**src/lkv_pkg.sv**
```systemverilog
// lkv_pkg: shared types and constants for the lru key-value cache
// used by lkv_cfg, lkv_store, lru_key_value_cache and the verif checker and test; no dependencies
package lkv_pkg;

	localparam int KEY_W  = 16;
	localparam int DATA_W = 16;
	localparam int CAP_W  = 5;

	localparam logic [CAP_W-1:0] CAP_RESET = 5'd16;

	localparam int APB_AW = 3;
	localparam int APB_DW = 32;

	// register index as decoded from paddr[2]
	localparam logic REG_CAPACITY = 1'b0;

	localparam logic MODE_LOOKUP = 1'b0;
	localparam logic MODE_WRITE  = 1'b1;

	typedef struct packed {
		logic              mode;
		logic [KEY_W-1:0]  lookup_key;
		logic [DATA_W-1:0] write_value;
	} req_t;

	typedef struct packed {
		logic              hit;
		logic [DATA_W-1:0] read_value;
	} resp_t;

endpackage

```
**src/lkv_cfg.sv**
```systemverilog
// lkv_cfg: apb register block holding the active capacity register
// depends on lkv_pkg
module lkv_cfg (
	input  logic                        clk,
	input  logic                        arst_n,
	input  logic                        psel,
	input  logic                        penable,
	input  logic                        pwrite,
	input  logic [lkv_pkg::APB_AW-1:0]  paddr,
	input  logic [lkv_pkg::APB_DW-1:0]  pwdata,
	output logic [lkv_pkg::APB_DW-1:0]  prdata,
	output logic                        pready,
	output logic [lkv_pkg::CAP_W-1:0]   capacity
);

	logic [lkv_pkg::CAP_W-1:0] capacity_q;
	logic                      wr_en;

	assign pready = 1'b1;
	assign wr_en  = psel && penable && pwrite && pready && (paddr[2] == lkv_pkg::REG_CAPACITY);

	always_ff @(posedge clk or negedge arst_n) begin
		if (!arst_n) begin
			capacity_q <= lkv_pkg::CAP_RESET;
		end else if (wr_en) begin
			capacity_q <= pwdata[lkv_pkg::CAP_W-1:0];
		end
	end

	always_comb begin
		prdata = '0;
		if (paddr[2] == lkv_pkg::REG_CAPACITY) begin
			prdata[lkv_pkg::CAP_W-1:0] = capacity_q;
		end
	end

	assign capacity = capacity_q;

endmodule

```
**src/lkv_store.sv**
```systemverilog
// lkv_store: entry array with parallel key match, recency ranks and update
// depends on lkv_pkg
module lkv_store #(
	parameter int ENTRIES = 16
) (
	input  logic                       clk,
	input  logic                       arst_n,
	input  logic                       fire,
	input  lkv_pkg::req_t              req,
	input  logic [lkv_pkg::CAP_W-1:0]  capacity,
	output lkv_pkg::resp_t             resp
);

	localparam int RW = $clog2(ENTRIES);
	localparam int CW = $clog2(ENTRIES + 1);
	localparam int WW = (CW > lkv_pkg::CAP_W) ? CW : lkv_pkg::CAP_W;

	logic [ENTRIES-1:0]                valid_q;
	logic [lkv_pkg::KEY_W-1:0]         key_q   [ENTRIES];
	logic [lkv_pkg::DATA_W-1:0]        data_q  [ENTRIES];
	logic [RW-1:0]                     rank_q  [ENTRIES];
	logic [CW-1:0]                     filled_q;

	logic [ENTRIES-1:0]                match_oh;
	logic [ENTRIES-1:0]                free_oh;
	logic [ENTRIES-1:0]                lru_oh;
	logic [ENTRIES-1:0]                target_oh;
	logic                              hit;
	logic                              cap_ok;
	logic                              fill;
	logic                              is_write;
	logic [lkv_pkg::DATA_W-1:0]        hit_data;
	logic [CW-1:0]                     target_rank;
	logic [CW-1:0]                     old_rank;
	logic [CW-1:0]                     lru_rank;

	assign is_write = (req.mode == lkv_pkg::MODE_WRITE);
	assign lru_rank = filled_q - CW'(1);

	always_comb begin
		hit_data    = '0;
		target_rank = '0;
		for (int j = 0; j < ENTRIES; j++) begin
			match_oh[j] = valid_q[j] && (key_q[j] == req.lookup_key);
			lru_oh[j]   = valid_q[j] && (CW'(rank_q[j]) == lru_rank);
			if (match_oh[j]) begin
				hit_data = hit_data | data_q[j];
			end
		end
		hit = |match_oh;
		free_oh = ~valid_q & (valid_q + ENTRIES'(1));
		cap_ok = (filled_q < CW'(ENTRIES)) &&
			((WW'(filled_q) < WW'(capacity)) || (filled_q == '0));
		fill = is_write && !hit && cap_ok;
		priority if (hit) begin
			target_oh = match_oh;
		end else if (fill) begin
			target_oh = free_oh;
		end else begin
			target_oh = lru_oh;
		end
		for (int j = 0; j < ENTRIES; j++) begin
			if (target_oh[j] && valid_q[j]) begin
				target_rank = target_rank | CW'(rank_q[j]);
			end
		end
		old_rank = fill ? filled_q : target_rank;
	end

	assign resp.hit        = hit;
	assign resp.read_value = (hit && !is_write) ? hit_data : '0;

	// control state: valid bits, ranks, fill count
	always_ff @(posedge clk or negedge arst_n) begin
		if (!arst_n) begin
			valid_q  <= '0;
			filled_q <= '0;
			for (int j = 0; j < ENTRIES; j++) begin
				rank_q[j] <= '0;
			end
		end else if (fire && (hit || is_write)) begin
			for (int j = 0; j < ENTRIES; j++) begin
				if (target_oh[j]) begin
					rank_q[j]  <= '0;
					valid_q[j] <= 1'b1;
				end else if (valid_q[j] && (CW'(rank_q[j]) < old_rank)) begin
					rank_q[j] <= rank_q[j] + RW'(1);
				end
			end
			if (fill) begin
				filled_q <= filled_q + CW'(1);
			end
		end
	end

	// payload: keys and values
	always_ff @(posedge clk) begin
		if (fire && is_write) begin
			for (int j = 0; j < ENTRIES; j++) begin
				if (target_oh[j]) begin
					key_q[j]  <= req.lookup_key;
					data_q[j] <= req.write_value;
				end
			end
		end
	end

`ifndef ASSERT_OFF
	a_fill_count: assert property (@(posedge clk) disable iff (!arst_n)
		filled_q == CW'($countones(valid_q)))
		else $error("fill count disagrees with valid bits");

	a_key_unique: assert property (@(posedge clk) disable iff (!arst_n)
		$onehot0(match_oh))
		else $error("key matches more than one entry");

	a_lru_single: assert property (@(posedge clk) disable iff (!arst_n)
		(filled_q != '0) |-> $onehot(lru_oh))
		else $error("no unique least recent entry");

	a_fill_grows: assert property (@(posedge clk) disable iff (!arst_n)
		(fire && fill) |=> (filled_q == $past(filled_q) + CW'(1)))
		else $error("fill did not grow the fill count");
`endif

endmodule

```
**src/lru_key_value_cache.sv**
```systemverilog
// lru_key_value_cache: top level, input register, store and result register
// depends on lkv_pkg, lkv_cfg, lkv_store
//
// channel   dir  handshake          payload
// s_*       in   s_tvalid/s_tready  tuser: mode; tdata: lookup_key, write_value
// m_*       out  m_tvalid/m_tready  tuser: hit; tdata: read_value
// apb       in   psel/penable       active_capacity at address 0
//
// one request per cycle sustained while m_tready high; input, then result register
// one pass of match, rank update and write between input and result register
// valid bits, ranks and fill count clear on reset; no clearing pass
// a stalled result holds while one more request waits in the input register
module lru_key_value_cache #(
	parameter int ENTRIES = 16
) (
	input  logic                        clk,
	input  logic                        arst_n,
	input  logic                        s_tvalid,
	output logic                        s_tready,
	input  logic [31:0]                 s_tdata,  // lookup_key, write_value
	input  logic [0:0]                  s_tuser,  // mode
	output logic                        m_tvalid,
	input  logic                        m_tready,
	output logic [15:0]                 m_tdata,  // read_value
	output logic [0:0]                  m_tuser,  // hit
	input  logic                        psel,
	input  logic                        penable,
	input  logic                        pwrite,
	input  logic [lkv_pkg::APB_AW-1:0]  paddr,
	input  logic [lkv_pkg::APB_DW-1:0]  pwdata,
	output logic [lkv_pkg::APB_DW-1:0]  prdata,
	output logic                        pready
);

	logic                      valid_s1;
	lkv_pkg::req_t             req_s1;
	logic                      valid_s2;
	lkv_pkg::resp_t            resp_s2;
	lkv_pkg::resp_t            resp;
	logic                      advance;
	logic [lkv_pkg::CAP_W-1:0] capacity;

	assign advance  = valid_s1 && (!valid_s2 || m_tready);
	assign s_tready = !valid_s1 || advance;

	lkv_cfg u_cfg (
		.clk      (clk),
		.arst_n   (arst_n),
		.psel     (psel),
		.penable  (penable),
		.pwrite   (pwrite),
		.paddr    (paddr),
		.pwdata   (pwdata),
		.prdata   (prdata),
		.pready   (pready),
		.capacity (capacity)
	);

	lkv_store #(
		.ENTRIES (ENTRIES)
	) u_store (
		.clk      (clk),
		.arst_n   (arst_n),
		.fire     (advance),
		.req      (req_s1),
		.capacity (capacity),
		.resp     (resp)
	);

	always_ff @(posedge clk or negedge arst_n) begin
		if (!arst_n) begin
			valid_s1 <= 1'b0;
			valid_s2 <= 1'b0;
		end else begin
			if (s_tvalid && s_tready) begin
				valid_s1 <= 1'b1;
			end else if (advance) begin
				valid_s1 <= 1'b0;
			end
			if (advance) begin
				valid_s2 <= 1'b1;
			end else if (m_tready) begin
				valid_s2 <= 1'b0;
			end
		end
	end

	always_ff @(posedge clk) begin
		if (s_tvalid && s_tready) begin
			req_s1.mode        <= s_tuser[0];
			req_s1.lookup_key  <= s_tdata[15:0];
			req_s1.write_value <= s_tdata[31:16];
		end
		if (advance) begin
			resp_s2 <= resp;
		end
	end

	assign m_tvalid   = valid_s2;
	assign m_tdata    = resp_s2.read_value;
	assign m_tuser[0] = resp_s2.hit;

endmodule

```
**config.mk**
```make
export PLATFORM = sky130hd
export DESIGN_NAME = lru_key_value_cache
export DESIGN_NICKNAME = d
export VERILOG_FILES = /design/src/lkv_pkg.sv /design/src/lkv_cfg.sv /design/src/lkv_store.sv /design/src/lru_key_value_cache.sv
export SDC_FILE = /design/constraint.sdc
export NUM_CORES = 1
export LEC_CHECK = 0
export BUFFER_PORTS_ARGS = -buffer_cell sky130_fd_sc_hd__clkbuf_2
export CORE_UTILIZATION = 45
export CTS_CLUSTER_SIZE = 28
export DETAILED_ROUTE_END_ITERATION = 7
export PLACE_DENSITY = 0.63
export SYNTH_ARGS = -nofsm -noshare
export SYNTH_HDL_FRONTEND = slang
export SYNTH_SLANG_ARGS = --single-unit
```
**constraint.sdc**
```tcl
create_clock -name clk -period 13.74 [get_ports clk]
set_clock_uncertainty 0.1 [all_clocks]
set_input_delay 4.122 -clock clk [delete_from_list [all_inputs] [get_ports clk]]
set_output_delay 4.122 -clock clk [all_outputs]
set_load 0.01 [all_outputs]
```
==> results of run 1 <==
[cells in the mapped netlist (12+ instances only)]
library cell  instances
a211oi_1             18
a21o_1               34
a21oi_1              42
a221oi_1             48
a22o_1               53
a22oi_1              49
a31oi_1              35
a32o_1               16
a32oi_1              12
and2_1               18
and3_1               35
and4_1               12
buf_2                45
buf_4                32
clkbuf_1             66
dfrtp_1              91
edfxtp_1            562
ha_1                 71
inv_1                50
nand2_1             115
nand2b_1             23
nand3_1             100
nand4_1              66
nor2_1               66
nor2b_1              28
nor3_1               28
nor4_1               36
o211ai_1             12
o21a_1               14
o21ai_0              47
o21ai_1              13
xnor2_1             236
xor2_1               92
[stage by stage]
| stage | power, mW | instances |
|---|---|---|
| 3_3_place_gp | 4.00 | 3218 |
| 2_1_floorplan | 3.56 | 2354 |
| 4_1_cts | 5.96 | 3342 |
| 6_report | 5.96 | 3343 |
| 5_1_grt | 6.21 | 3342 |
| 3_5_place_dp | 4.06 | 3218 |
[worst min path at each step]
stage / depth (start not counted) / end / startpoint / slack, ps
floorplan: 1 / m_tvalid / valid_s1 / 350
global placement: 1 / m_tvalid / valid_s1 / 370
detailed placement: 1 / m_tvalid / valid_s1 / 390
CTS: 1 / m_tvalid / valid_s1 / 410
global route: 1 / u_cfg.capacity[1] / u_cfg.capacity[1] / 430
finish: 1 / m_tvalid / valid_s1 / 410
[flip-flops by register name, indices dropped and copies added, names as in the netlist]
signal	cells
req_s1	33
valid_s1	1
m_tdata	16
u_store.valid_q	16
m_tuser	1
u_store.data_q	256
u_store.filled_q	5
u_store.key_q	256
m_tvalid	1
u_cfg.capacity	5
u_store.rank_q	64
[power breakdown]
group | total (mW) | internal [mW] | leakage [nW] | switching, mW
combinational | 1.61 | 0.582 | 4.67 | 1.03
sequential | 2.45 | 2.29 | 6.25 | 0.166
clock | 1.90 | 1.12 | 1.12 | 0.779
[logic make-up after synthesis]
family,share of synthesized area (%)
muxes,0.376
and+or+nand+nor,10.3
buffers and inverters,3.06
xor gates and xnor gates,9.93
AOI/OAI and AO/OA,11.4
DFF,62.0
other,0.0243
adders and majority gates,2.87
[critical path, cell delays in order]
cell,delay [ps]
clkbuf_2,80
nand3b_1,190
clkbuf_2,150
[per-layer routing]
| layer | vias to the layer above | part of all wire (%) | global-route usage [%] |
|---|---|---|---|
| met1 | 10300 | 43 | 35.6 |
| met4 | 2 | 3.1 | 8.61 |
| met2 | 907 | 46 | 39.5 |
| li1 | 9087 | - | - |
| met3 | 178 | 8.1 | 4.85 |
| met5 | - | 0.012 | 0 |
[final cells by class]
cell class | count | area, µm²
multi-input combinational | 1499 | 11100
sequential | 654 | 19200
clock buffer | 85 | 1820
antenna | 1 | 2.50
fill | 5684 | 32800
clock inverter | 39 | 475
tap | 873 | 1090
inverter | 50 | 188
timing repair buffer | 142 | 896
==> run metrics, run 1 <==
Die W=264 µm; Least-Margin Pin Slew=1120 ps; Final GP Congestion=0.979; Num CTS Buffers=69; Synth warnings=0; most common library cell in the layout ignoring fill and taps=edfxtp_1; # DRC=0; synthesis-stage register bit count=654; worst hold path class=reg -> reg; buffers added on ports=69; Initial Util=45.8%; mean routed wirelength per cell=26.4 µm; kind of critical path=in -> out; RSZ-0062 raised after global routing=false; Max Fclk=114 MHz; worst vdd ir=0.107 mV; HPWL Detailed=54100 µm; Critical Path Sink Type=output pin; Primary FF master, synth=edfxtp_1; Crit Reg-Reg Startpoint=req_s1[16]; Slew Limit Fails=0; crit path time final=8760 ps; post-CTS resize count=0; clock root buffer=clkbuf_16; layout cells sized above 1=11.8%; core footprint=67500 µm²; vias post-DR=20500; number of synthesized flops with an enable pin=562; fin area=34800 µm²; register-to-register setup slack=6620 ps; most frequent cells in the layout=edfxtp_1 (562), xnor2_1 (235), nand2_1 (114), nand3_1 (100), xor2_1 (92); DR pass1 iterations=8; Die H=264 µm; Cells after Synth=2328; Worst Hold Slack=406 ps; max-capacitance violation count=0; Worst Setup Slack, final=4980 ps; final setup violation count=0; Sink Count=654; WP data arrival=4540 ps; synth unique cells=84; Critical Path Sink=s_tready; Fin. Hold Viols=0; Longest Clk Path Bufs=3; GRT overflow=0; cell area power density=171 nW/µm²; crit-path max FO=3; vias in the first global route=20400; leading area contributor after synthesis=edfxtp_1; Hold-fix buffers, CTS=0; Skew-Pair Late Insertion Delay=620 ps; Fin Setup TNS=0 ps; crit path from=m_tready; Post-DP Area=32500 µm²; top cell type's share of synthesized area=54.6%; crit share post-route=63.8%; pin count of the biggest net entering global routing=60; Post-DRT Antenna Nets=0; DP Worst Slack=4980 ps; CP Launch Type=input pin; cell depth of the worst flop-to-flop path=20; first-pass GRT wire length=131000 µm; CTS tree=yes; H-tree depth=3; r2r endpoint=u_store.rank_q[15]; # Post-CTS Setup Buffers=0; area grow syn2layout=12.4%; clock-pin slew on the worst setup and hold paths=60 ps; relative slew slack=24.0%; DRT iter0 DRCs=2443; asr flop ratio synth=14.1%; register area share after synthesis=62.0%; die area=69700 µm²; Mapped Area=30900 µm²; Worst EP required=9520 ps; IO Count=127; Avg Inst Size Synth=13.3 µm²; row cnt=95; Vias/cell=6.14; dominant cells by area after synthesis=edfxtp_1 (55%), dfrtp_1 (7.4%), xnor2_1 (6.7%); Leak Pwr=12.0 nW; Post-Route WL=88200 µm; status=finished, final reports clean; Nets=2562; Total GRT Usage=25.4%; initial antenna violation count=2; final core occ=51.5%
(Power assumes the default switching activity.)
==> inputs of run 2 (changes only) <==
--- a/config.mk
+++ b/config.mk
@@ -9,7 +9,7 @@
 export CORE_UTILIZATION = 45
 export CTS_CLUSTER_SIZE = 28
 export DETAILED_ROUTE_END_ITERATION = 7
-export PLACE_DENSITY = 0.63
+export PLACE_DENSITY = 0.66
 export SYNTH_ARGS = -nofsm -noshare
 export SYNTH_HDL_FRONTEND = slang
 export SYNTH_SLANG_ARGS = --single-unit
==> constraint.sdc (replaced) <==
create_clock -name clk -period 7.7 [get_ports clk]
set_clock_uncertainty 0.1 [all_clocks]
set_input_delay 2.31 -clock clk [delete_from_list [all_inputs] [get_ports clk]]
set_output_delay 2.31 -clock clk [all_outputs]
set_load 0.01 [all_outputs]
==> run metrics, run 2 (synthesis results as in run 1) <==
Leak Pwr=12.1 nW (+0.37%); DRT iter0 DRCs=2487 (+1.8%); max-capacitance violation count=0 (unchanged); final core occ=51.6% (+0.12 points); Fin. Hold Viols=0 (unchanged); Post-Route WL=87700 µm (-0.58%); most common library cell in the layout ignoring fill and taps=edfxtp_1; WHS Path Cells=1 (unchanged); Post-DRT Antenna Nets=0 (unchanged); Largest regs=u_store.data_q x256, u_store.key_q x256, u_store.rank_q x64; status=finished, final reports clean; final setup violation count=0 (unchanged); Hold-fix buffers, CTS=0 (unchanged); buffers added on ports=69 (unchanged); # DRC=0 (unchanged); Internal Power=7.18 mW (+80%); Cell Count, Final, Fillers Out=3351 (+0.24%); Fin Setup TNS=0 ps (unchanged); Worst EP required=8060 ps (-1460 ps); CTS tree=yes; clock root buffer=clkbuf_16; cell depth of the worst flop-to-flop path=22 (+10%); Total GRT Usage=25.1% (-0.22 points); HPWL Detailed=55800 µm (+3.2%); pin count of the biggest net entering global routing=69 (+15%); initial antenna violation count=0 (-2); FILL cells=5628 (-0.99%); most frequent cells in the layout=edfxtp_1 (562), xnor2_1 (235), nand2_1 (114), nand3_1 (100), xor2_1 (92); Nets=2567 (+0.20%); Initial Util=45.8% (unchanged); Psw=3.54 mW (+80%); Max Fclk=155 MHz; clock-pin slew on the worst setup and hold paths=60 ps (about the same); kind of critical path=reg -> reg; CP Launch Type=flip-flop; Slew Limit Fails=0 (unchanged); Num CTS Buffers=70 (+1.4%); area grow syn2layout=12.7%; CP Cell Sequence=buf_4 -> xnor2_1 -> nand4_1 -> nor4_1 -> a22oi_1 -> nand4_1 -> or3_1 -> buf_4 -> o21ai_0 -> nand2_1 -> nand4_1 -> o22ai_2 -> buf_4 -> ha_1 -> a21o_1 -> a211oi_1 -> inv_1 -> nor3_1 -> nand3_1 -> nor2b_1 -> o21ai_0 -> o41ai_1; Least-Margin Pin Slew=1270 ps (+143 ps); crit path time final=6450 ps; Vias/cell=6.18 (+0.71%); Die W=264 µm (unchanged); vias in the first global route=20600 (+0.79%); Logic pwr share=26.9% (about the same); worst vdd ir=0.203 mV (+90%); Sequential Power Share=41.0% (-0.2 points); mean routed wirelength per cell=26.2 µm (-0.82%); Skew-Pair Late Insertion Delay=620 ps (about the same); Sink Count=654 (unchanged); die area=69700 µm² (unchanged); H-tree depth=3 (unchanged); CP max-delay cell=edfxtp_1; DR pass1 iterations=6 (-2); Post-DP Area=32500 µm² (about the same); # Post-CTS Setup Buffers=0 (unchanged); relative slew slack=15.4% (-8.7 points); RSZ-0062 raised after global routing=false; IO Count=127 (unchanged); cell area power density=308 nW/µm² (+79%); vias post-DR=20700 (+0.95%); fin area=34800 µm² (+0.24%); row cnt=95 (unchanged); n_diodes=0 (-1); Final GP Congestion=0.987 (+0.80%); Critical Path Sink Type=flip-flop; first-pass GRT wire length=131000 µm (+0.15%); slowest cell delay on critical path=900 ps (+710 ps); GRT overflow=0 (unchanged); core footprint=67500 µm² (unchanged); post-CTS resize count=0 (unchanged); Clock power frac=32.1% (+0.3 points); sw frac=33.1% (about the same); crit share post-route=83.7%; Longest Clk Path Bufs=3 (unchanged); crit-path max FO=19 (+16); layout cells sized above 1=12.2% (+0.40 points); worst hold path class=reg -> reg; WP data arrival=6810 ps (+2270 ps); Placed Cells=3222 (+0.12%); total power=10.7 mW (+80%); Die H=264 µm (unchanged)
[run 2: changes by cell type in the layout (fill, tap and decap cells not counted), sizes merged]
cell,delta
buf,+4
clkbuf,-2
clkinv,+4
clkinvlp,+1
diode,-1
inv,+2
[run 2: cell type report]
class                      instances  area, µm²  area share (%)
clock buffer                      83       1840            5.29
clock inverter                    46        507            1.45
inverter                          50        188           0.539
multi-input combinational       1499      11100            31.9
sequential                       654      19200            55.1
tap                              873       1090            3.14
timing repair buffer             146        926            2.66
[run 2: routing by layer]
| layer | up-vias | part of all wire, % | global-route usage, % | routed length (µm) |
|---|---|---|---|---|
| met3 | 185 | 7.9 | 4.02 | 6940 |
| met5 | - | 0 | 0 | 0 |
| met2 | 975 | 47 | 39.7 | 40800 |
| li1 | 9091 | - | - | - |
| met1 | 10500 | 43 | 35.4 | 37400 |
| met4 | 0 | 2.9 | 8.28 | 2520 |
[run 2: path summary, 6_finish.rpt]
path                       slack (ps)        from                  to
min reg2reg                       390    valid_s1            m_tvalid
max                              1250  req_s1[28]  u_store.rank_q[23]
max in group asynchronous        4740      arst_n   u_store.rank_q[4]
max reg2reg                      1250  req_s1[28]  u_store.rank_q[23]
min in group asynchronous        1600      arst_n  u_store.rank_q[57]
min                               390    valid_s1            m_tvalid
[run 2: power groups by stage]
stage                     logic [mW]  clock network (mW)  registers (mW)
final                           2.89                3.44            4.39
after global routing            3.13                3.61            4.41
after CTS                       2.84                3.48            4.38
after detailed placement        2.83                   0            4.45
after global placement          2.72                   0            4.44
after floorplan                 2.03                   0            4.32
[run 2: per-stage QoR]
stage	setup slack [ps]	hold slack, ps
3_5_place_dp	1470	381
5_1_grt	894	416
6_report	1250	387
3_3_place_gp	1560	367
2_1_floorplan	2130	349
4_1_cts	1420	398
[run 2: critical path, delay by kind of cell (launching register included)]
family	cells	cell delay (ps)
flip-flops	1	900
XOR/XNOR	1	160
adder cells (fa/ha/maj)	1	280
buffers and inverters	4	1130
AO/OA/AOI/OAI	7	1460
AND/OR/NAND/NOR	9	2230
==> inputs of run 3 (changes only) <==
--- a/config.mk
+++ b/config.mk
@@ -9,7 +9,7 @@
 export CORE_UTILIZATION = 45
 export CTS_CLUSTER_SIZE = 28
 export DETAILED_ROUTE_END_ITERATION = 7
-export PLACE_DENSITY = 0.66
+export PLACE_DENSITY = 0.63
 export SYNTH_ARGS = -nofsm -noshare
 export SYNTH_HDL_FRONTEND = slang
 export SYNTH_SLANG_ARGS = --single-unit
==> constraint.sdc (replaced) <==
create_clock -name clk -period 6.4 [get_ports clk]
set_clock_uncertainty 0.1 [all_clocks]
set_input_delay 1.92 -clock clk [delete_from_list [all_inputs] [get_ports clk]]
set_output_delay 1.92 -clock clk [all_outputs]
set_load 0.01 [all_outputs]
==> run metrics, run 3 (synthesis results as in run 1) <==
Post-DRT Antenna Nets=0 (unchanged); Skew-Pair Late Insertion Delay=620 ps (about the same); most frequent cells in the layout=edfxtp_1 (562), xnor2_1 (235), buf_4 (146), nand2_1 (114), nand3_1 (100); CP Launch Type=flip-flop; DR pass1 iterations=5 (-1); Crit Reg-Reg Startpoint=req_s1[16]; vias in the first global route=20700 (+0.52%); IO Count=127 (unchanged); buffers added on ports=69 (unchanged); Largest regs=u_store.data_q x256, u_store.key_q x256, u_store.rank_q x64; kind of critical path=reg -> reg; Leak Pwr=12.5 nW (+3.2%); status=finished, final reports clean; HPWL Detailed=60300 µm (+8.0%); Critical Path Sink=u_store.rank_q[35]; Least-Margin Pin Slew=1210 ps (-59.4 ps); worst vdd ir=0.238 mV (+17%); clock root buffer=clkbuf_16; Fin. Hold Viols=0 (unchanged); max-capacitance violation count=0 (unchanged); register-to-register setup slack=310 ps (-940 ps); crit-path max FO=14 (-5); vias post-DR=21200 (+2.4%); Worst EP required=6790 ps (-1270 ps); Post-Route WL=91600 µm (+4.5%); GRT overflow=0 (unchanged); initial antenna violation count=3 (+3); H-tree depth=3 (unchanged); crit path time final=6090 ps (-360 ps); DRT iter0 DRCs=2581 (+3.8%); Fin Setup TNS=0 ps (unchanged); clock-pin slew on the worst setup and hold paths=60 ps (about the same); relative slew slack=19.3% (+4.0 points); Slew Limit Fails=0 (unchanged); row cnt=95 (unchanged); Die H=264 µm (unchanged); final setup violation count=0 (unchanged); Vias/cell=6.19 (+0.18%); r2r endpoint=u_store.rank_q[35]; cell depth of the worst flop-to-flop path=20 (-9.1%); Num CTS Buffers=71 (+1.4%); final core occ=52.5% (+0.91 points); Total GRT Usage=26.0% (+0.86 points); Critical Path Sink Type=flip-flop; Hold-fix buffers, CTS=0 (unchanged); cell area power density=364 nW/µm² (+18%); RSZ-0062 raised after global routing=false; most common library cell in the layout ignoring fill and taps=edfxtp_1; crit path from=req_s1[16]; Sink Count=654 (unchanged); Longest Clk Path Bufs=3 (unchanged); # DRC=0 (unchanged); first-pass GRT wire length=135000 µm (+2.5%); worst hold path class=reg -> reg; Final GP Congestion=0.995 (+0.88%); Die W=264 µm (unchanged); Max Fclk=164 MHz (+5.9%); die area=69700 µm² (unchanged); layout cells sized above 1=14.5% (+2.3 points); Nets=2646 (+3.1%); pin count of the biggest net entering global routing=48 (-30%); Initial Util=45.8% (unchanged); crit share post-route=95.1% (+11 points); area grow syn2layout=14.7%; mean routed wirelength per cell=26.7 µm (+2.2%); WP data arrival=6480 ps (-330 ps); CTS tree=yes; core footprint=67500 µm² (unchanged)
[run 3: cell types whose count changed in the layout (fill, tap and decap cells not counted), sizes merged]
cell	change
buf	+78
bufinv	-4
clkbuf	+3
inv	-3
clkinvlp	-1
diode	+1
[run 3: worst min path at each step]
stage,from,end,slack [ps],cells after the start
final,valid_s1,m_tvalid,400,1
after floorplan,valid_s1,m_tvalid,350,1
after global placement,valid_s1,m_tvalid,370,1
after CTS,valid_s1,m_tvalid,410,1
after detailed placement,valid_s1,m_tvalid,390,1
after global routing,u_cfg.capacity[2],u_cfg.capacity[2],440,1
[run 3: critical path: stages (launching register included)]
cell and delay (ps):
edfxtp_1 970, buf_4 250, xnor2_1 120, nand3_1 90, nor3_1 700, buf_4 260, and3_1 300, nor4_1 100
and4_1 290, o21ai_0 140, nand4_1 210, o22ai_4 570, ha_1 380, a21o_1 180, a211oi_1 390, inv_1 140
nor3_1 250, nand3_1 120, nor2b_1 150, o21ai_0 150, o41ai_1 100
[run 3: what timing repair did]
item | in CTS | in global routing
setup buffers | 0 | 5
endpoints found under the setup margin | 0 | 12
gates resized for setup | 0 | 1
[run 3: cell type report]
class                      count  area, µm²
inverter                      50        188
clock buffer                  86       1880
antenna                        1       2.50
fill                        5639      32100
sequential                   654      19200
tap                          873       1090
clock inverter                38        369
multi-input combinational   1499      11100
timing repair buffer         224       1640
[run 3: layer usage]
metal	wire length (µm)	GRT usage, %	share of wire (%)
met1	39500	37.5	43
met2	41700	40.1	46
met3	7700	4.70	8.4
met4	2690	7.68	2.9
met5	12	0	0.013
[run 3: metrics by stage]
| stage | hold slack [ps] | setup WS [ps] | power, mW | std cells | cell area (µm²) |
|---|---|---|---|---|---|
| after global placement | 368 | 340 | 8.76 | 3295 | 33200 |
| after floorplan | 349 | 832 | 7.64 | 2354 | 31000 |
| final | 402 | 312 | 12.9 | 3425 | 35500 |
| after CTS | 407 | 137 | 12.9 | 3419 | 35400 |
| after global routing | 441 | 129 | 13.4 | 3424 | 35500 |
| after detailed placement | 392 | 184 | 8.89 | 3295 | 33200 |
[run 3: power by group]
| group | internal (mW) | switching [mW] | total (mW) |
|---|---|---|---|
| logic | 1.38 | 2.27 | 3.65 |
| registers | 4.91 | 0.354 | 5.27 |
| clock network | 2.30 | 1.69 | 4.00 |
